--- src/rtl/vmblk_pkg.sv ---
// shared types, register offsets and constants of the virtio-mmio block register file
package vmblk_pkg;

  localparam int unsigned OffW = 12;
  localparam int unsigned DataW = 32;
  localparam int unsigned AddrW = 64;
  localparam int unsigned QlenW = 9;

  // largest queue the device offers
  localparam logic [DataW-1:0] QUEUE_SIZE = 32'd256;

  localparam logic [DataW-1:0] MAGIC_VALUE   = 32'h7472_6976;
  localparam logic [DataW-1:0] VERSION_VALUE = 32'd2;
  localparam logic [DataW-1:0] DEVICE_ID     = 32'd2;
  localparam logic [DataW-1:0] VENDOR_VALUE  = 32'h554D_4551;
  localparam logic [DataW-1:0] SEGMENT_BYTES = 32'd65536;
  localparam logic [DataW-1:0] SEGMENT_COUNT = 32'd254;
  localparam logic [DataW-1:0] SECTOR_BYTES  = 32'd512;

  // version 1, flush, blk size, seg max, size max
  localparam logic [AddrW-1:0] OFFERED_FEATURES = 64'h0000_0001_0000_0246;

  typedef enum logic [1:0] {
    KIND_READ  = 2'd0,
    KIND_WRITE = 2'd1,
    KIND_DONE  = 2'd2
  } kind_e;

  typedef enum logic [1:0] {
    SEL_LOW   = 2'd0,
    SEL_HIGH  = 2'd1,
    SEL_OTHER = 2'd2
  } sel_e;

  localparam logic [OffW-1:0] OFF_MAGIC        = 12'h000;
  localparam logic [OffW-1:0] OFF_VERSION      = 12'h004;
  localparam logic [OffW-1:0] OFF_DEVICE_ID    = 12'h008;
  localparam logic [OffW-1:0] OFF_VENDOR_ID    = 12'h00C;
  localparam logic [OffW-1:0] OFF_DEV_FEAT     = 12'h010;
  localparam logic [OffW-1:0] OFF_DEV_FEAT_SEL = 12'h014;
  localparam logic [OffW-1:0] OFF_DRV_FEAT     = 12'h020;
  localparam logic [OffW-1:0] OFF_DRV_FEAT_SEL = 12'h024;
  localparam logic [OffW-1:0] OFF_QUEUE_MAX    = 12'h034;
  localparam logic [OffW-1:0] OFF_QUEUE_NUM    = 12'h038;
  localparam logic [OffW-1:0] OFF_QUEUE_READY  = 12'h044;
  localparam logic [OffW-1:0] OFF_QUEUE_NOTIFY = 12'h050;
  localparam logic [OffW-1:0] OFF_INT_STATUS   = 12'h060;
  localparam logic [OffW-1:0] OFF_INT_ACK      = 12'h064;
  localparam logic [OffW-1:0] OFF_STATUS       = 12'h070;
  localparam logic [OffW-1:0] OFF_DESC_LO      = 12'h080;
  localparam logic [OffW-1:0] OFF_DESC_HI      = 12'h084;
  localparam logic [OffW-1:0] OFF_AVAIL_LO     = 12'h090;
  localparam logic [OffW-1:0] OFF_AVAIL_HI     = 12'h094;
  localparam logic [OffW-1:0] OFF_USED_LO      = 12'h0A0;
  localparam logic [OffW-1:0] OFF_USED_HI      = 12'h0A4;
  localparam logic [OffW-1:0] OFF_CAP_LO       = 12'h100;
  localparam logic [OffW-1:0] OFF_CAP_HI       = 12'h104;
  localparam logic [OffW-1:0] OFF_SEG_SIZE     = 12'h108;
  localparam logic [OffW-1:0] OFF_SEG_MAX      = 12'h10C;
  localparam logic [OffW-1:0] OFF_BLK_SIZE     = 12'h114;

  typedef struct packed {
    logic [1:0]       kind;
    logic [OffW-1:0]  offset;
    logic [DataW-1:0] write_data;
  } item_t;

  typedef struct packed {
    logic [AddrW-1:0] feature_bits;
    sel_e             dev_sel;
    sel_e             drv_sel;
    logic [QlenW-1:0] queue_length;
    logic             queue_ready;
    logic [AddrW-1:0] desc_addr;
    logic [AddrW-1:0] avail_addr;
    logic [AddrW-1:0] used_addr;
    logic [DataW-1:0] int_status;
    logic [DataW-1:0] dev_status;
  } state_t;

  function automatic sel_e clamp_select(logic [DataW-1:0] v);
    sel_e s;
    case (v)
      32'd0:   s = SEL_LOW;
      32'd1:   s = SEL_HIGH;
      default: s = SEL_OTHER;
    endcase
    return s;
  endfunction

endpackage

--- src/rtl/vmblk_item_if.sv ---
// bus item channel: register read, register write or completion event
interface vmblk_item_if;
  logic                          valid;
  logic                          ready;
  logic [1:0]                    kind;
  logic [vmblk_pkg::OffW-1:0]    offset;
  logic [vmblk_pkg::DataW-1:0]   write_data;

  modport source (output valid, kind, offset, write_data, input ready);
  modport sink (input valid, kind, offset, write_data, output ready);
endinterface

--- src/rtl/vmblk_result_if.sv ---
// result item channel: read data and the device-side queue view
interface vmblk_result_if;
  logic                          valid;
  logic                          ready;
  logic [vmblk_pkg::DataW-1:0]   read_data;
  logic                          notify_request;
  logic                          interrupt_line;
  logic                          queue_enabled;
  logic [vmblk_pkg::QlenW-1:0]   queue_depth;
  logic [vmblk_pkg::AddrW-1:0]   descriptor_table_address;
  logic [vmblk_pkg::AddrW-1:0]   available_ring_address;
  logic [vmblk_pkg::AddrW-1:0]   used_ring_address;

  modport source (output valid, read_data, notify_request, interrupt_line, queue_enabled,
                  queue_depth, descriptor_table_address, available_ring_address,
                  used_ring_address, input ready);
  modport sink (input valid, read_data, notify_request, interrupt_line, queue_enabled,
                queue_depth, descriptor_table_address, available_ring_address,
                used_ring_address, output ready);
endinterface

--- src/rtl/vmblk_regs.sv ---
// device state registers and their write-side update
module vmblk_regs (
  input  logic                        clk_i,
  input  logic                        rst_ni,
  input  logic                        advance_i,
  input  vmblk_pkg::item_t            item_i,
  input  logic                        cfg_we_i,
  input  logic [vmblk_pkg::AddrW-1:0] cfg_wdata_i,
  output vmblk_pkg::state_t           state_o,
  output vmblk_pkg::state_t           state_next_o,
  output logic [vmblk_pkg::AddrW-1:0] capacity_o,
  output logic                        notify_o
);

  vmblk_pkg::state_t st_q, st_d;
  logic [vmblk_pkg::AddrW-1:0] cap_q;
  logic [vmblk_pkg::DataW-1:0] wd;
  logic [vmblk_pkg::DataW-1:0] qlen_clamped;

  assign wd = item_i.write_data;
  assign qlen_clamped = (wd < vmblk_pkg::QUEUE_SIZE) ? wd : vmblk_pkg::QUEUE_SIZE;

  always_comb begin
    st_d     = st_q;
    notify_o = 1'b0;
    if (advance_i) begin
      case (item_i.kind)
        vmblk_pkg::KIND_WRITE: begin
          case (item_i.offset)
            vmblk_pkg::OFF_DEV_FEAT_SEL: st_d.dev_sel = vmblk_pkg::clamp_select(wd);
            vmblk_pkg::OFF_DRV_FEAT_SEL: st_d.drv_sel = vmblk_pkg::clamp_select(wd);
            vmblk_pkg::OFF_DRV_FEAT: begin
              // driver features land in the same word the device features read from
              if (st_q.drv_sel == vmblk_pkg::SEL_LOW) begin
                st_d.feature_bits[31:0] = wd;
              end else if (st_q.drv_sel == vmblk_pkg::SEL_HIGH) begin
                st_d.feature_bits[63:32] = wd;
              end
            end
            vmblk_pkg::OFF_QUEUE_NUM:   st_d.queue_length = qlen_clamped[vmblk_pkg::QlenW-1:0];
            vmblk_pkg::OFF_QUEUE_READY: st_d.queue_ready = (wd != '0);
            vmblk_pkg::OFF_QUEUE_NOTIFY: begin
              notify_o = (wd == '0) && st_q.queue_ready && (st_q.desc_addr != '0) &&
                         (st_q.avail_addr != '0) && (st_q.used_addr != '0);
            end
            vmblk_pkg::OFF_INT_ACK: st_d.int_status = st_q.int_status & ~wd;
            vmblk_pkg::OFF_STATUS: begin
              st_d.dev_status = wd;
              if (wd == '0) begin
                st_d.queue_length = '0;
                st_d.queue_ready  = 1'b0;
                st_d.desc_addr    = '0;
                st_d.avail_addr   = '0;
                st_d.used_addr    = '0;
                st_d.int_status   = '0;
              end
            end
            vmblk_pkg::OFF_DESC_LO:  st_d.desc_addr[31:0]   = wd;
            vmblk_pkg::OFF_DESC_HI:  st_d.desc_addr[63:32]  = wd;
            vmblk_pkg::OFF_AVAIL_LO: st_d.avail_addr[31:0]  = wd;
            vmblk_pkg::OFF_AVAIL_HI: st_d.avail_addr[63:32] = wd;
            vmblk_pkg::OFF_USED_LO:  st_d.used_addr[31:0]   = wd;
            vmblk_pkg::OFF_USED_HI:  st_d.used_addr[63:32]  = wd;
            default: ;
          endcase
        end
        vmblk_pkg::KIND_DONE: st_d.int_status[0] = 1'b1;
        default: ;
      endcase
    end
  end

  always_ff @(posedge clk_i or negedge rst_ni) begin
    if (!rst_ni) begin
      st_q.feature_bits <= vmblk_pkg::OFFERED_FEATURES;
      st_q.dev_sel      <= vmblk_pkg::SEL_LOW;
      st_q.drv_sel      <= vmblk_pkg::SEL_LOW;
      st_q.queue_length <= '0;
      st_q.queue_ready  <= 1'b0;
      st_q.desc_addr    <= '0;
      st_q.avail_addr   <= '0;
      st_q.used_addr    <= '0;
      st_q.int_status   <= '0;
      st_q.dev_status   <= '0;
      cap_q             <= '0;
    end else begin
      st_q <= st_d;
      if (cfg_we_i) begin
        cap_q <= cfg_wdata_i;
      end
    end
  end

  assign state_o      = st_q;
  assign state_next_o = st_d;
  assign capacity_o   = cap_q;

endmodule

--- src/rtl/vmblk_rdata.sv ---
// register read decode
module vmblk_rdata (
  input  vmblk_pkg::item_t            item_i,
  input  vmblk_pkg::state_t           state_i,
  input  logic [vmblk_pkg::AddrW-1:0] capacity_i,
  output logic [vmblk_pkg::DataW-1:0] read_data_o
);

  logic [vmblk_pkg::DataW-1:0] feat_word;

  always_comb begin
    case (state_i.dev_sel)
      vmblk_pkg::SEL_LOW:  feat_word = state_i.feature_bits[31:0];
      vmblk_pkg::SEL_HIGH: feat_word = state_i.feature_bits[63:32];
      default:             feat_word = '0;
    endcase
  end

  always_comb begin
    read_data_o = '0;
    if (item_i.kind == vmblk_pkg::KIND_READ) begin
      case (item_i.offset)
        vmblk_pkg::OFF_MAGIC:       read_data_o = vmblk_pkg::MAGIC_VALUE;
        vmblk_pkg::OFF_VERSION:     read_data_o = vmblk_pkg::VERSION_VALUE;
        vmblk_pkg::OFF_DEVICE_ID:   read_data_o = vmblk_pkg::DEVICE_ID;
        vmblk_pkg::OFF_VENDOR_ID:   read_data_o = vmblk_pkg::VENDOR_VALUE;
        vmblk_pkg::OFF_DEV_FEAT:    read_data_o = feat_word;
        vmblk_pkg::OFF_QUEUE_MAX:   read_data_o = vmblk_pkg::QUEUE_SIZE;
        vmblk_pkg::OFF_QUEUE_READY: read_data_o = {31'd0, state_i.queue_ready};
        vmblk_pkg::OFF_INT_STATUS:  read_data_o = state_i.int_status;
        vmblk_pkg::OFF_STATUS:      read_data_o = state_i.dev_status;
        vmblk_pkg::OFF_CAP_LO:      read_data_o = capacity_i[31:0];
        vmblk_pkg::OFF_CAP_HI:      read_data_o = capacity_i[63:32];
        vmblk_pkg::OFF_SEG_SIZE:    read_data_o = vmblk_pkg::SEGMENT_BYTES;
        vmblk_pkg::OFF_SEG_MAX:     read_data_o = vmblk_pkg::SEGMENT_COUNT;
        vmblk_pkg::OFF_BLK_SIZE:    read_data_o = vmblk_pkg::SECTOR_BYTES;
        default:                    read_data_o = '0;
      endcase
    end
  end

endmodule

--- src/rtl/virtio_mmio_block_register_file.sv ---
// top level of the virtio-mmio block device register file
// Register front end of a virtio-mmio version 2 block device. Each item on
// item_i is a register read, a register write, or a completion event from the
// request engine, and each gives exactly one item on result_o, carrying the
// read data, a notify flag and the queue state after the update.
// An item is taken into an input register, decoded and applied to the device
// state as it moves into an output register, where its result is held until
// taken; a new item is accepted every cycle as long as the result side keeps
// up, so throughput is one item per cycle. The user must load the capacity
// register through cfg_we_i/cfg_wdata_i only while no item is in flight; the
// block itself does not enforce this.
module virtio_mmio_block_register_file_core (
  input  logic                        clk_i,
  input  logic                        rst_ni,
  input  logic                        cfg_we_i,
  input  logic [vmblk_pkg::AddrW-1:0] cfg_wdata_i,
  vmblk_item_if.sink                  item_i,
  vmblk_result_if.source              result_o
);

  // input register
  logic              in_valid_q;
  vmblk_pkg::item_t  item_q;

  // output register
  logic                        out_valid_q;
  logic [vmblk_pkg::DataW-1:0] rd_q;
  logic                        notify_q;
  logic                        irq_q;
  logic                        qen_q;
  logic [vmblk_pkg::QlenW-1:0] qdepth_q;
  logic [vmblk_pkg::AddrW-1:0] desc_q;
  logic [vmblk_pkg::AddrW-1:0] avail_q;
  logic [vmblk_pkg::AddrW-1:0] used_q;

  logic                        advance;
  vmblk_pkg::state_t           st_cur;
  vmblk_pkg::state_t           st_next;
  logic [vmblk_pkg::AddrW-1:0] capacity;
  logic [vmblk_pkg::DataW-1:0] rdata;
  logic                        notify;

  // the held item moves on once the output register is free or being drained
  assign advance      = in_valid_q && (!out_valid_q || result_o.ready);
  assign item_i.ready = !in_valid_q || advance;

  always_ff @(posedge clk_i or negedge rst_ni) begin
    if (!rst_ni) begin
      in_valid_q <= 1'b0;
    end else if (item_i.ready) begin
      in_valid_q <= item_i.valid;
    end
  end

  always_ff @(posedge clk_i) begin
    if (item_i.valid && item_i.ready) begin
      item_q.kind       <= item_i.kind;
      item_q.offset     <= item_i.offset;
      item_q.write_data <= item_i.write_data;
    end
  end

  vmblk_regs u_regs (
    .clk_i        (clk_i),
    .rst_ni       (rst_ni),
    .advance_i    (advance),
    .item_i       (item_q),
    .cfg_we_i     (cfg_we_i),
    .cfg_wdata_i  (cfg_wdata_i),
    .state_o      (st_cur),
    .state_next_o (st_next),
    .capacity_o   (capacity),
    .notify_o     (notify)
  );

  // reads never change state, so decoding from the current state is exact
  vmblk_rdata u_rdata (
    .item_i      (item_q),
    .state_i     (st_cur),
    .capacity_i  (capacity),
    .read_data_o (rdata)
  );

  always_ff @(posedge clk_i or negedge rst_ni) begin
    if (!rst_ni) begin
      out_valid_q <= 1'b0;
    end else if (advance) begin
      out_valid_q <= 1'b1;
    end else if (result_o.ready) begin
      out_valid_q <= 1'b0;
    end
  end

  // result reflects the state after this item's update
  always_ff @(posedge clk_i) begin
    if (advance) begin
      rd_q     <= rdata;
      notify_q <= notify;
      irq_q    <= (st_next.int_status != '0);
      qen_q    <= st_next.queue_ready;
      qdepth_q <= st_next.queue_length;
      desc_q   <= st_next.desc_addr;
      avail_q  <= st_next.avail_addr;
      used_q   <= st_next.used_addr;
    end
  end

  assign result_o.valid                    = out_valid_q;
  assign result_o.read_data                = rd_q;
  assign result_o.notify_request           = notify_q;
  assign result_o.interrupt_line           = irq_q;
  assign result_o.queue_enabled            = qen_q;
  assign result_o.queue_depth              = qdepth_q;
  assign result_o.descriptor_table_address = desc_q;
  assign result_o.available_ring_address   = avail_q;
  assign result_o.used_ring_address        = used_q;

endmodule
--- src/flat_wrapper.sv ---
// flat-port wrapper written by rule: the top's interface ports become plain ports
module virtio_mmio_block_register_file_core_flat 
  (clk_i, rst_ni, cfg_we_i, cfg_wdata_i, item_i_valid, item_i_kind, item_i_offset, item_i_write_data, item_i_ready, result_o_valid, result_o_read_data, result_o_notify_request, result_o_interrupt_line, result_o_queue_enabled, result_o_queue_depth, result_o_descriptor_table_address, result_o_available_ring_address, result_o_used_ring_address, result_o_ready);
  vmblk_item_if item_i_i ();
  vmblk_result_if result_o_i ();
  input  logic clk_i;
  input  logic rst_ni;
  input  logic cfg_we_i;
  input  logic [vmblk_pkg::AddrW-1:0] cfg_wdata_i;
  input wire logic [$bits(item_i_i.valid)-1:0] item_i_valid;
  input wire logic [$bits(item_i_i.kind)-1:0] item_i_kind;
  input wire logic [$bits(item_i_i.offset)-1:0] item_i_offset;
  input wire logic [$bits(item_i_i.write_data)-1:0] item_i_write_data;
  output wire logic [$bits(item_i_i.ready)-1:0] item_i_ready;
  output wire logic [$bits(result_o_i.valid)-1:0] result_o_valid;
  output wire logic [$bits(result_o_i.read_data)-1:0] result_o_read_data;
  output wire logic [$bits(result_o_i.notify_request)-1:0] result_o_notify_request;
  output wire logic [$bits(result_o_i.interrupt_line)-1:0] result_o_interrupt_line;
  output wire logic [$bits(result_o_i.queue_enabled)-1:0] result_o_queue_enabled;
  output wire logic [$bits(result_o_i.queue_depth)-1:0] result_o_queue_depth;
  output wire logic [$bits(result_o_i.descriptor_table_address)-1:0] result_o_descriptor_table_address;
  output wire logic [$bits(result_o_i.available_ring_address)-1:0] result_o_available_ring_address;
  output wire logic [$bits(result_o_i.used_ring_address)-1:0] result_o_used_ring_address;
  input wire logic [$bits(result_o_i.ready)-1:0] result_o_ready;
  assign item_i_i.valid = item_i_valid;
  assign item_i_i.kind = item_i_kind;
  assign item_i_i.offset = item_i_offset;
  assign item_i_i.write_data = item_i_write_data;
  assign item_i_ready = item_i_i.ready;
  assign result_o_valid = result_o_i.valid;
  assign result_o_read_data = result_o_i.read_data;
  assign result_o_notify_request = result_o_i.notify_request;
  assign result_o_interrupt_line = result_o_i.interrupt_line;
  assign result_o_queue_enabled = result_o_i.queue_enabled;
  assign result_o_queue_depth = result_o_i.queue_depth;
  assign result_o_descriptor_table_address = result_o_i.descriptor_table_address;
  assign result_o_available_ring_address = result_o_i.available_ring_address;
  assign result_o_used_ring_address = result_o_i.used_ring_address;
  assign result_o_i.ready = result_o_ready;
  virtio_mmio_block_register_file_core u_core (.clk_i(clk_i), .rst_ni(rst_ni), .cfg_we_i(cfg_we_i), .cfg_wdata_i(cfg_wdata_i), .item_i(item_i_i), .result_o(result_o_i));
endmodule
--- config.mk ---
export PLATFORM = sky130hd
export DESIGN_NAME = virtio_mmio_block_register_file_core_flat
export DESIGN_NICKNAME = d
export VERILOG_FILES = /design/src/rtl/vmblk_pkg.sv /design/src/rtl/vmblk_item_if.sv /design/src/rtl/vmblk_result_if.sv /design/src/rtl/vmblk_regs.sv /design/src/rtl/vmblk_rdata.sv /design/src/rtl/virtio_mmio_block_register_file.sv /design/src/flat_wrapper.sv
export SDC_FILE = /design/constraint.sdc
export NUM_CORES = 1
export LEC_CHECK = 0
export BUFFER_PORTS_ARGS = -buffer_cell sky130_fd_sc_hd__buf_2
export CAP_MARGIN = 0
export CORE_ASPECT_RATIO = 2
export CORE_MARGIN = 8
export CORE_UTILIZATION = 40
export DETAILED_ROUTE_END_ITERATION = 8
export SYNTH_ARGS = -nofsm -noshare
export SYNTH_HDL_FRONTEND = slang
export SYNTH_SLANG_ARGS = --single-unit
--- constraint.sdc ---
create_clock -name clk_i -period 12.9 [get_ports clk_i]
set_clock_uncertainty 0.1 [all_clocks]
set_input_delay 3.225 -clock clk_i [delete_from_list [all_inputs] [get_ports clk_i]]
set_output_delay 3.225 -clock clk_i [all_outputs]
set_load 0.01 [all_outputs]
==> summary.md, run 1 <==
| Metric | Value |
|---|---|
| Status | finished clean |
| Peak VDD IR | 0.09698 mV |
| CORE AREA | 63,600 um2 |
| Half-perimeter wire length of the detailed placement result | 58,130 um |
| Area of the mapped netlist | 25,670 um2 |
| Post-CTS Setup Inserts | 0 |
| Main flop type after synthesis | sky130_fd_sc_hd__dfrtp_1 |
| Total DRC errors in the routed layout | 0 |
| Power density over the cells | 145.7 nW/um2 |
| Global-route wire length before repair | 126,100 um |
| Area added between synthesis and finish | 18.35% |
| Final Hold Fails | 0 |
| Number of I/O port buffers | 352 |
| Nature of the critical path endpoint | primary output |
| Yosys synthesis warning count | 0 |
| WHS Path Cells | 2 |
| Total I/O pin count | 353 |
| Post-synthesis sequential element count | 682 |
| Top cells by area in the synthesized netlist | sky130_fd_sc_hd__dfrtp_1 39%, sky130_fd_sc_hd__edfxtp_1 33%, sky130_fd_sc_hd__mux2_2 6.5%, sky130_fd_sc_hd__a22o_1 4.1%, sky130_fd_sc_hd__a32o_1 2.8% |
| Post-synth EDFFs | 282 |
| Data arrival time of the critical path | 3680 ps |
| Number of vias per cell | 5.974 |
| TritonCTS Buffers | 57 |
| Vias in the first global route | 18,090 |
| Proportion of synthesized chip area in sequential cells | 72.01% |
| Kind of path behind the tightest hold check | register to register |
| Routed via count | 17,070 |
| Effective utilization at floorplan | 40.36% |
| Flip-flop and latch area | 18,480 um2 |
| Longest Clk Path Bufs | 3 |
| Overall die area | 73,020 um2 |
| Antenna violations before repair | 2 |
| GP Congestion | 0.8970 |
| H-tree depth | 2 |
| Maximum clock frequency | 142.8 MHz |
| Pin count of the biggest net entering global routing | 171 |
| Reg2Reg Launch Point | u_core.item_q[40]$_DFFE_PP_ |
| Number of endpoints failing setup at the final stage | 0 |
| Number of max-cap violations | 0 |
| Layout cell share with drive strength beyond 1 | 33.24% |
| Worst hold slack | 371.6 ps |
| DRT antenna net count | 0 |
| WL per Instance | 30.47 um |
| Fraction of synthesized cell area taken by the top area cell type | 38.51% |
| Critical path startpoint | result_o_ready |
| Most repeated cell in the gate-level netlist after synthesis | sky130_fd_sc_hd__dfrtp_1 |
| Worst R2R End | u_core.result_o.used_ring_address[41]$_DFFE_PP_ |
| Slew at the pin closest to its max-slew limit | 1075 ps |
| Ranking of synthesized cells by instance count | 395 x sky130_fd_sc_hd__dfrtp_1, 282 x sky130_fd_sc_hd__edfxtp_1, 148 x sky130_fd_sc_hd__mux2_2 |
| Final critical-path required period | 7001 ps |
| Ratio of final minimum period to clock period | 54.27% |
| Synthesized instance count | 1,663 |
| Total negative setup slack | 0 ps |
| Number of cells in the finished layout apart from fillers | 2,857 |
| Net count of the mapped netlist | 1,781 |
| Cell depth of the worst flop-to-flop path | 7 |
| Gr ovfl total | 0 |
| Worst-case register-to-register setup slack | 8560 ps |
| Net count reported at finish | 2,127 |
| Post-synthesis average cell area | 15.43 um2 |
| Remaining max-slew budget at the tightest pin | 28.34% |
| Origin of the worst min-delay path | u_core.u_regs.state_o[265]$_DFF_PN0_ |
| Detailed Route WL | 87,060 um |
| Area taken by multi-input logic gates | 6733 um2 |
| Setup repair after global routing missed its margin | no |
| Clock Sink Count | 682 |
| Overall fraction of global-route tracks in use | 23.36% |
| Clock transition time at the flip-flop clock pins of the worst setup and hold paths | 70 ps |
| Horizontal die dimension | 195.1 um |
| Static Leakage | 13.26 nW |
| # rows | 131 |
| Root Buffer | sky130_fd_sc_hd__clkbuf_16 |
| Async set-reset flop share out of synthesis | 58.65% |
| Resized cells post-CTS | 0 |
| Detailed router's first-iteration violation count | 1,490 |
| Leading area contributor after synthesis | sky130_fd_sc_hd__dfrtp_1 |
| Distinct cell type count of the synthesized netlist | 53 |
| Data required time of the worst path | 9570 ps |
| Inst Count DP | 2,748 |
| Fill cell total of the finished layout | 5,627 |
| Hold bufs inserted after CTS | 0 |
| Drt first pass iters | 7 |
| Worst-Skew Late Latency | 620 ps |
| Startpoint type of the worst setup path | primary input |
| Max-slew violation count | 0 |
| Die span in y | 374.2 um |
| CP max FO | 3 |
| Clock tree from TritonCTS | yes |
| Worst setup path class | primary input to primary output |
| Worst setup path endpoint | item_i_ready |
==> how the worst min path moves through the flow <==
stage	end
6_report	u_core.u_regs.state_o[265]$_DFF_PN0_
5_1_grt	u_core.u_regs.state_o[265]$_DFF_PN0_
4_1_cts	u_core.u_regs.state_o[257]$_DFF_PN0_
3_5_place_dp	u_core.u_regs.state_o[257]$_DFF_PN0_
3_3_place_gp	u_core.u_regs.state_o[265]$_DFF_PN0_
2_1_floorplan	u_core.u_regs.state_o[257]$_DFF_PN0_
==> state kept, by name, summed over array words and instances, names as in the netlist <==
name / count
u_core.u_regs.state_o: 334
u_core.result_o.available_ring_address: 64
u_core.result_o.descriptor_table_address: 64
u_core.result_o.used_ring_address: 64
u_core.u_regs.capacity_o: 64
u_core.item_q: 46
u_core.result_o.read_data: 32
u_core.result_o.queue_depth: 9
u_core.in_valid_q: 1
u_core.result_o.interrupt_line: 1
u_core.result_o.notify_request: 1
u_core.result_o.queue_enabled: 1
u_core.result_o.valid: 1
==> layer usage <==
| layer | vias to the layer above | track usage [%] | wire (um) | part of all wire, % |
|---|---|---|---|---|
| li1 | 7144 | - | - | - |
| met1 | 8866 | 28.54 | 33950 | 39 |
| met2 | 881 | 40.07 | 43320 | 50 |
| met3 | 177 | 3.984 | 5607 | 6.4 |
| met4 | 0 | 10.48 | 4175 | 4.8 |
| met5 | - | 0 | 0 | 0 |
==> layout make-up <==
class                           instances  share of cell area (%)
Tap cell                              798                   3.287
Clock buffer                           72                   5.017
Clock inverter                         36                   1.108
Multi-Input combinational cell        844                   22.16
Antenna cell                            1                0.008238
Inverter                                7                 0.08650
Sequential cell                       682                   60.85
Timing Repair Buffer                  417                   7.480
==> logic make-up after synthesis <==
group,after synthesis,synth area share [%]
flip-flops,682,72.01
AO/OA/AOI/OAI,331,10.56
multiplexers,195,8.458
XOR/XNOR,1,0.03413
buffers and inverters,137,2.057
AND/OR/NAND/NOR,314,6.727
adder cells (fa/ha/maj),3,0.1463
==> placed cells by master, fill, tap and decap left out, types with 23 or more instances in the layout <==
cell	Yosys	final
sky130_fd_sc_hd__edfxtp_1	282	282
sky130_fd_sc_hd__mux2_1	27	27
sky130_fd_sc_hd__nor4_1	64	63
sky130_fd_sc_hd__a221oi_1	23	23
sky130_fd_sc_hd__a21oi_1	32	32
sky130_fd_sc_hd__dfrtp_1	395	395
sky130_fd_sc_hd__a22o_1	120	120
sky130_fd_sc_hd__a32o_1	72	72
sky130_fd_sc_hd__nand2_1	85	84
sky130_fd_sc_hd__nor2_1	38	37
sky130_fd_sc_hd__nand4_1	28	28
sky130_fd_sc_hd__buf_4	0	64
sky130_fd_sc_hd__buf_2	11	351
sky130_fd_sc_hd__nand3_1	25	25
sky130_fd_sc_hd__mux2_2	148	148
sky130_fd_sc_hd__clkbuf_16	0	58
==> critical path, cell delays in order <==
cell and delay, ps:
sky130_fd_sc_hd__buf_2 100, sky130_fd_sc_hd__nand3b_1 180, sky130_fd_sc_hd__buf_2 170
==> where the power goes <==
part / internal, mW / switching [mW] / leakage, nW
Combinational: 0.0794 / 0.191 / 4.13
Clock: 0.943 / 0.814 / 0.906
Sequential: 2.35 / 0.0482 / 8.23
Total: 3.37 / 1.05 / 13.3
==> metrics by stage <==
stage          total power [mW]  util, %  worst slack [ps]  cell area [um2]
3_3_place_gp              2.712    44.84              5895            28510
5_1_grt                   4.557    47.76              5867            30370
4_1_cts                   4.465    47.76              5894            30370
3_5_place_dp              2.716    44.84              5898            28510
6_report                  4.426    47.77              5899            30380
2_1_floorplan             2.537        -              2577            25670
(Power assumes the default switching activity.)
==> run 2, diff against run 1 <==
==> constraint.sdc (replaced) <==
create_clock -name clk_i -period 7 [get_ports clk_i]
set_clock_uncertainty 0.1 [all_clocks]
set_input_delay 1.75 -clock clk_i [delete_from_list [all_inputs] [get_ports clk_i]]
set_output_delay 1.75 -clock clk_i [all_outputs]
set_load 0.01 [all_outputs]
==> run 2 against run 1 <==
  * Register-to-register slack worse by 6000 ps
  * Sequential share of layout area down 0.28 points
  * Critical path depth up 4
  * Worst hold slack worse by 4.0 ps
  * First-iteration DRC count about the same
  * Setup slack worse by 3300 ps
==> summary.md, run 2 (synthesized netlist as in run 1, its figures left out) <==
| Metric | Value |
|---|---|
| Status | finished clean (unchanged) |
| Antenna violations before repair | 3 (was 2) |
| Met3 usage in global routing | 3.840% (was 3.984%) |
| Data required time of the worst path | 7270 ps (was 9570 ps) |
| Die span in y | 374.2 um (unchanged) |
| Horizontal die dimension | 195.1 um (unchanged) |
| Total negative setup slack | 0 ps (unchanged) |
| Root Buffer | sky130_fd_sc_hd__clkbuf_16 (unchanged) |
| Max-slew violation count | 0 (unchanged) |
| Resized cells post-CTS | 0 (unchanged) |
| Setup repair after global routing missed its margin | no (unchanged) |
| Effective utilization at floorplan | 40.36% (unchanged) |
| DRT antenna net count | 0 (unchanged) |
| Worst R2R End | u_core.result_o.used_ring_address[52]$_DFFE_PP_ (was u_core.result_o.used_ring_address[41]$_DFFE_PP_) |
| Stages on worst setup path | 7 (was 3) |
| Kind of path behind the tightest hold check | register to register (unchanged) |
| Number of max-cap violations | 0 (unchanged) |
| Cell depth of the worst flop-to-flop path | 7 (unchanged) |
| Worst-case register-to-register setup slack | 2590 ps (was 8560 ps) |
| GR met1 Demand/Resource | 28.55% (was 28.54%) |
| Detailed router's first-iteration violation count | 1,491 (was 1,490) |
| Clock share of power | 40.6% (was 39.7%) |
| TritonCTS Buffers | 59 (was 57) |
| Global-route wire length before repair | 127,200 um (was 126,100 um) |
| Worst path bufs/invs | 1 (was 2) |
| Reg2Reg Launch Point | u_core.item_q[40]$_DFFE_PP_ (unchanged) |
| Drt first pass iters | 7 (unchanged) |
| Commonest non-fill, non-tap cell in the layout | sky130_fd_sc_hd__dfrtp_1 (unchanged) |
| H-tree depth | 2 (unchanged) |
| Detailed Route WL | 87,890 um (was 87,060 um) |
| Most utilized layer in the global route result | met2 (unchanged) |
| Overall fraction of global-route tracks in use | 23.55% (was 23.36%) |
| Worst-Skew Late Latency | 610 ps (was 620 ps) |
| Vias in the first global route | 18,030 (was 18,090) |
| Startpoint type of the worst setup path | register (was primary input) |
| Number of flip-flops in the largest register | 334 (unchanged) |
| Overall die area | 73,020 um2 (unchanged) |
| Power density over the cells | 271.2 nW/um2 (was 145.7 nW/um2) |
| Cells along the critical path | nor4_4 -> and2_1 -> and3_1 -> and2_1 -> o21ai_2 -> buf_4 -> a32o_1 (was buf_2 -> nand3b_1 -> buf_2) |
| Critical path startpoint | u_core.item_q[40]$_DFFE_PP_ (was result_o_ready) |
| Static Leakage | 13.33 nW (was 13.26 nW) |
| Combinational share of power | 6.1% (about the same) |
| Number of vias per cell | 6.008 (was 5.974) |
| Slowest-stage cell, CP | sky130_fd_sc_hd__and2_1 (was sky130_fd_sc_hd__nand3b_1) |
| Gr ovfl total | 0 (unchanged) |
| Clock tree from TritonCTS | yes (unchanged) |
| Clock transition time at the flip-flop clock pins of the worst setup and hold paths | 70 ps (about the same) |
| Worst setup path endpoint | u_core.result_o.used_ring_address[52]$_DFFE_PP_ (was item_i_ready) |
| Remaining max-slew budget at the tightest pin | 16.73% (was 28.34%) |
| Peak VDD IR | 0.2117 mV (was 0.09698 mV) |
| Nature of the critical path endpoint | register (was primary output) |
| Sequential power share | 53.3% (was 54.2%) |
| CP max FO | 31 (was 3) |
| Layout cell share with drive strength beyond 1 | 33.69% (was 33.24%) |
| Share of total power consumed by net switching | 23.86% (was 23.81%) |
| Net count reported at finish | 2,127 (unchanged) |
| GP Congestion | 0.8996 (was 0.8970) |
| GR met2 Demand/Resource | 39.63% (was 40.07%) |
| Largest incremental delay on the critical path | 810 ps (was 180 ps) |
| WL per Instance | 30.74 um (was 30.47 um) |
| Half-perimeter wire length of the detailed placement result | 58,490 um (was 58,130 um) |
| Psw | 1.974 mW (was 1.054 mW) |
| Final Hold Fails | 0 (unchanged) |
| Critical Path Most Common Cell | sky130_fd_sc_hd__and2_1 (was sky130_fd_sc_hd__buf_2) |
| Worst setup path class | register to register (was primary input to primary output) |
| # rows | 131 (unchanged) |
| Longest Clk Path Bufs | 3 (unchanged) |
| Internal power consumption | 6.301 mW (was 3.372 mW) |
| Maximum clock frequency | 226.8 MHz |
| Commonest cells after routing, fill and taps aside | 395 x sky130_fd_sc_hd__dfrtp_1, 351 x sky130_fd_sc_hd__buf_2, 282 x sky130_fd_sc_hd__edfxtp_1 (unchanged) |
| Ratio of final minimum period to clock period | 62.98% |
| Total I/O pin count | 353 (unchanged) |
| Fill cell total of the finished layout | 5,588 (was 5,627) |
| Family with the most delay on the worst path | simple AND/OR/NAND/NOR gates (was buffers and inverters) |
| Post-CTS Setup Inserts | 0 (unchanged) |
| Routed via count | 17,180 (was 17,070) |
| Slew at the pin closest to its max-slew limit | 1249 ps (was 1075 ps) |
| Hold bufs inserted after CTS | 0 (unchanged) |
| Number of endpoints failing setup at the final stage | 0 (unchanged) |
| CORE AREA | 63,600 um2 (unchanged) |
| Number of I/O port buffers | 352 (unchanged) |
| Pin count of the biggest net entering global routing | 167 (was 171) |
| Total DRC errors in the routed layout | 0 (unchanged) |
| Clock Sink Count | 682 (unchanged) |
| Data arrival time of the critical path | 4670 ps (was 3680 ps) |
| Area added between synthesis and finish | 18.89% (was 18.35%) |
| Power after layout | 8.275 mW (was 4.426 mW) |
| Final critical-path required period | 4408 ps |
==> run 2: cell types whose count changed in the layout (fill, tap and decap cells not counted), sizes merged <==
cell	change
clkinv	-1
bufinv	-1
clkbuf	+5
buf	-2
inv	+1
==> run 2: final cells by class <==
type / count / area, um2 / share of cell area (%)
flip-flops and latches: 682 / 18480 / 60.57
multi-input cells: 844 / 6751 / 22.12
repair buffers: 415 / 2282 / 7.478
clock buffers: 77 / 1650 / 5.408
well taps: 798 / 998.5 / 3.272
clock inverters: 35 / 321.6 / 1.054
inverters: 7 / 26.28 / 0.08610
diodes: 1 / 2.502 / 0.008200
==> run 2: how the worst min path moves through the flow <==
stage	from	endpoint	slack [ps]	depth (start not counted)
after floorplan	u_core.u_regs.state_o[257]$_DFF_PN0_	u_core.u_regs.state_o[257]$_DFF_PN0_	330	2
after global routing	u_core.u_regs.state_o[262]$_DFF_PN0_	u_core.u_regs.state_o[262]$_DFF_PN0_	410	2
after detailed placement	u_core.u_regs.state_o[264]$_DFF_PN0_	u_core.u_regs.state_o[264]$_DFF_PN0_	360	2
final	u_core.u_regs.state_o[264]$_DFF_PN0_	u_core.u_regs.state_o[264]$_DFF_PN0_	370	2
after CTS	u_core.u_regs.state_o[264]$_DFF_PN0_	u_core.u_regs.state_o[264]$_DFF_PN0_	370	2
after global placement	u_core.u_regs.state_o[265]$_DFF_PN0_	u_core.u_regs.state_o[265]$_DFF_PN0_	350	2
==> run 2: stage by stage <==
stage / utilization, % / hold slack, ps / std cells / instance area [um2] / setup WS (ps)
2_1_floorplan: - / 330.0 / 1663 / 25670 / 867.6
3_3_place_gp: 44.87 / 352.3 / 2746 / 28530 / 2133
3_5_place_dp: 44.87 / 357.5 / 2746 / 28530 / 2076
4_1_cts: 47.97 / 372.9 / 2858 / 30510 / 2510
5_1_grt: 47.98 / 412.6 / 2858 / 30510 / 2393
6_report: 47.99 / 367.5 / 2859 / 30520 / 2592
==> run 2: tightest hold or removal path: cells and delay by family (launching register included) <==
family	cells	cell delay, ps
DFF	1	320
and+or+nand+nor	2	100
==> run 2: power by group through the flow <==
stage	sequential [mW]	clock [mW]	combinational (mW)
final	4.41	3.36	0.505
after global routing	4.42	3.57	0.537
after CTS	4.41	3.43	0.515
after detailed placement	4.49	0	0.514
after global placement	4.49	0	0.507
after floorplan	4.51	0	0.149
==> run 2: layer usage <==
metal  vias up  routed length, um
li1       7163                  -
met1      8968              33820
met2       850              43090
met3       195               5599
met4         0               5370
met5         -                  0
==> run 3, diff against run 2 <==
==> constraint.sdc (replaced) <==
create_clock -name clk_i -period 3.6 [get_ports clk_i]
set_clock_uncertainty 0.1 [all_clocks]
set_input_delay 0.9 -clock clk_i [delete_from_list [all_inputs] [get_ports clk_i]]
set_output_delay 0.9 -clock clk_i [all_outputs]
set_load 0.01 [all_outputs]
==> run 3 against run 2 <==
  * Clock-buffer cell count shrank 1
  * Critical path depth is the same
  * Cell count increased by 1.5%
  * Largest cell class unchanged
  * Largest power group unchanged
==> summary.md, run 3 (synthesized netlist as in run 1, its figures left out) <==
| Metric | Value |
|---|---|
| GP Congestion | 0.9104 (was 0.8996) |
| Internal power consumption | 12.36 mW (was 6.301 mW) |
| Number of vias per cell | 5.906 (was 6.008) |
| Resized cells post-CTS | 0 (unchanged) |
| Status | finished clean (unchanged) |
| Overall die area | 73,020 um2 (unchanged) |
| Worst-case register-to-register setup slack | 200 ps (was 2590 ps) |
| Minimum setup slack after placement | 245.8 ps (was 2076 ps) |
| WL per Instance | 30.38 um (was 30.74 um) |
| Smallest setup slack after layout | 204.2 ps (was 2592 ps) |
| Data required time of the worst path | 3850 ps (was 7270 ps) |
| Gr ovfl total | 0 (unchanged) |
| Number of endpoints failing setup at the final stage | 0 (unchanged) |
| Post-detailed-placement cell area | 28,960 um2 (was 28,530 um2) |
| Number of cells in the finished layout apart from fillers | 2,903 (was 2,859) |
| # rows | 131 (unchanged) |
| Die span in y | 374.2 um (unchanged) |
| Reg2Reg Launch Point | u_core.item_q[4]$_DFFE_PP_ (was u_core.item_q[40]$_DFFE_PP_) |
| Clock Sink Count | 682 (unchanged) |
| Antenna violations before repair | 4 (was 3) |
| Remaining max-slew budget at the tightest pin | 21.14% (was 16.73%) |
| Area added between synthesis and finish | 20.71% (was 18.89%) |
| Inst Count DP | 2,791 (was 2,746) |
| DRT antenna net count | 0 (unchanged) |
| Worst hold slack | 146.5 ps (was 367.5 ps) |
| Clock tree from TritonCTS | yes (unchanged) |
| Number of flip-flops in the largest register | 334 (unchanged) |
| Total negative setup slack | 0 ps (unchanged) |
| Net count reported at finish | 2,171 (was 2,127) |
| Slew at the pin closest to its max-slew limit | 1183 ps (was 1249 ps) |
| Half-perimeter wire length of the detailed placement result | 61,190 um (was 58,490 um) |
| Horizontal die dimension | 195.1 um (unchanged) |
| Vias in the first global route | 18,090 (was 18,030) |
| TritonCTS Buffers | 58 (was 59) |
| Worst-Skew Late Latency | 630 ps (was 610 ps) |
| Number of I/O port buffers | 352 (unchanged) |
| Sequential power share | 53.0% (was 53.3%) |
| Maximum clock frequency | 294.5 MHz (was 226.8 MHz) |
| Largest incremental delay on the critical path | 700 ps (was 810 ps) |
| Psw | 3.845 mW (was 1.974 mW) |
| Total DRC errors in the routed layout | 0 (unchanged) |
| Root Buffer | sky130_fd_sc_hd__clkbuf_16 (unchanged) |
| Final non-filler cell area | 30,980 um2 (was 30,520 um2) |
| Final critical-path required period | 3396 ps (was 4408 ps) |
| Nature of the critical path endpoint | register (unchanged) |
| CORE AREA | 63,600 um2 (unchanged) |
| CP max FO | 6 (was 31) |
| Effective utilization at floorplan | 40.36% (unchanged) |
| Post-CTS Setup Inserts | 0 (unchanged) |
| Data arrival time of the critical path | 3650 ps (was 4670 ps) |
| Clock transition time at the flip-flop clock pins of the worst setup and hold paths | 70 ps (about the same) |
| H-tree depth | 2 (unchanged) |
| Commonest cells after routing, fill and taps aside | 395 x sky130_fd_sc_hd__dfrtp_1, 351 x sky130_fd_sc_hd__buf_2, 282 x sky130_fd_sc_hd__edfxtp_1 (unchanged) |
| Global-route wire length before repair | 128,100 um (was 127,200 um) |
| Overall fraction of global-route tracks in use | 23.69% (was 23.55%) |
| Total I/O pin count | 353 (unchanged) |
| Static Leakage | 13.60 nW (was 13.33 nW) |
| Detailed router's first-iteration violation count | 1,291 (was 1,491) |
| Drt first pass iters | 6 (was 7) |
| Kind of path behind the tightest hold check | primary input to async pin (was register to register) |
| Clock share of power | 40.9% (was 40.6%) |
| Utilization after layout | 48.72% (was 47.99%) |
| Worst path bufs/invs | 0 (was 1) |
| Critical path startpoint | u_core.item_q[4]$_DFFE_PP_ (was u_core.item_q[40]$_DFFE_PP_) |
| Cells along the critical path | or4_1 -> nor4_4 -> a21oi_2 -> or3_1 -> o21a_1 -> nor4_1 -> nand4_1 (was nor4_4 -> and2_1 -> and3_1 -> and2_1 -> o21ai_2 -> buf_4 -> a32o_1) |
| Final Hold Fails | 0 (unchanged) |
| Family with the most delay on the worst path | simple AND/OR/NAND/NOR gates (unchanged) |
| Ratio of final minimum period to clock period | 94.33% (was 62.98%) |
| Peak VDD IR | 0.4274 mV (was 0.2117 mV) |
| Commonest non-fill, non-tap cell in the layout | sky130_fd_sc_hd__dfrtp_1 (unchanged) |
| Power after layout | 16.20 mW (was 8.275 mW) |
| Setup repair after global routing missed its margin | no (unchanged) |
| Share of total power consumed by net switching | 23.73% (was 23.86%) |
| Combinational share of power | 6.2% (was 6.1%) |
| Power density over the cells | 522.9 nW/um2 (was 271.2 nW/um2) |
| Routed via count | 17,150 (was 17,180) |
| Slowest-stage cell, CP | sky130_fd_sc_hd__or4_1 (was sky130_fd_sc_hd__and2_1) |
| Layout cell share with drive strength beyond 1 | 35.28% (was 33.69%) |
| Longest Clk Path Bufs | 3 (unchanged) |
| Number of max-cap violations | 0 (unchanged) |
| Detailed Route WL | 88,180 um (was 87,890 um) |
| Max-slew violation count | 0 (unchanged) |
| Worst setup path class | register to register (unchanged) |
| Pin count of the biggest net entering global routing | 115 (was 167) |
| Startpoint type of the worst setup path | register (unchanged) |
| Hold bufs inserted after CTS | 0 (unchanged) |
## run 3: per-layer routing
layer  GRT usage, %  vias to the layer above  share of wire [%]
met3          4.029                      187                6.3
met5              0                        -              0.025
met2          40.68                      775                 50
met4          11.47                        4                5.1
li1               -                     7253                  -
met1          28.58                     8926                 39
## run 3: cell type report
class,count,area (um2)
Sequential cell,682,18480
Multi-Input combinational cell,844,6733
Clock inverter,34,329.1
Timing Repair Buffer,460,2720
Tap cell,798,998.5
Inverter,7,26.28
Fill cell,5577,32610
Clock buffer,76,1687
Antenna cell,2,5.005
## run 3: final timing paths
path | end | depth (start not counted)
min in group clk_i | u_core.item_q[1]$_DFFE_PP_ | 1
setup / recovery | u_core.result_o.interrupt_line$_DFFE_PP_ | 7
setup reg to reg | u_core.result_o.interrupt_line$_DFFE_PP_ | 7
hold / removal | u_core.u_regs.state_o[251]$_DFF_PN0_ | 1
max in group asynchronous | u_core.u_regs.state_o[200]$_DFF_PN0_ | 3
hold reg to reg | u_core.u_regs.state_o[262]$_DFF_PN0_ | 2
## run 3: power groups by stage
stage          Sequential (mW)  Clock (mW)  Combinational, mW
6_report                  8.58        6.62              0.997
5_1_grt                   8.60        7.02               1.06
4_1_cts                   8.58        6.74               1.02
3_5_place_dp              8.74           0               1.01
3_3_place_gp              8.74           0               1.00
2_1_floorplan             8.76           0              0.291
## run 3: worst register-to-register path: stages (launching register included)
cell and delay [ps]:
sky130_fd_sc_hd__edfxtp_1 400, sky130_fd_sc_hd__or4_1 700, sky130_fd_sc_hd__nor4_4 410, sky130_fd_sc_hd__a21oi_2 180, sky130_fd_sc_hd__or3_1 500, sky130_fd_sc_hd__o21a_1 250
sky130_fd_sc_hd__nor4_1 410, sky130_fd_sc_hd__nand4_1 180
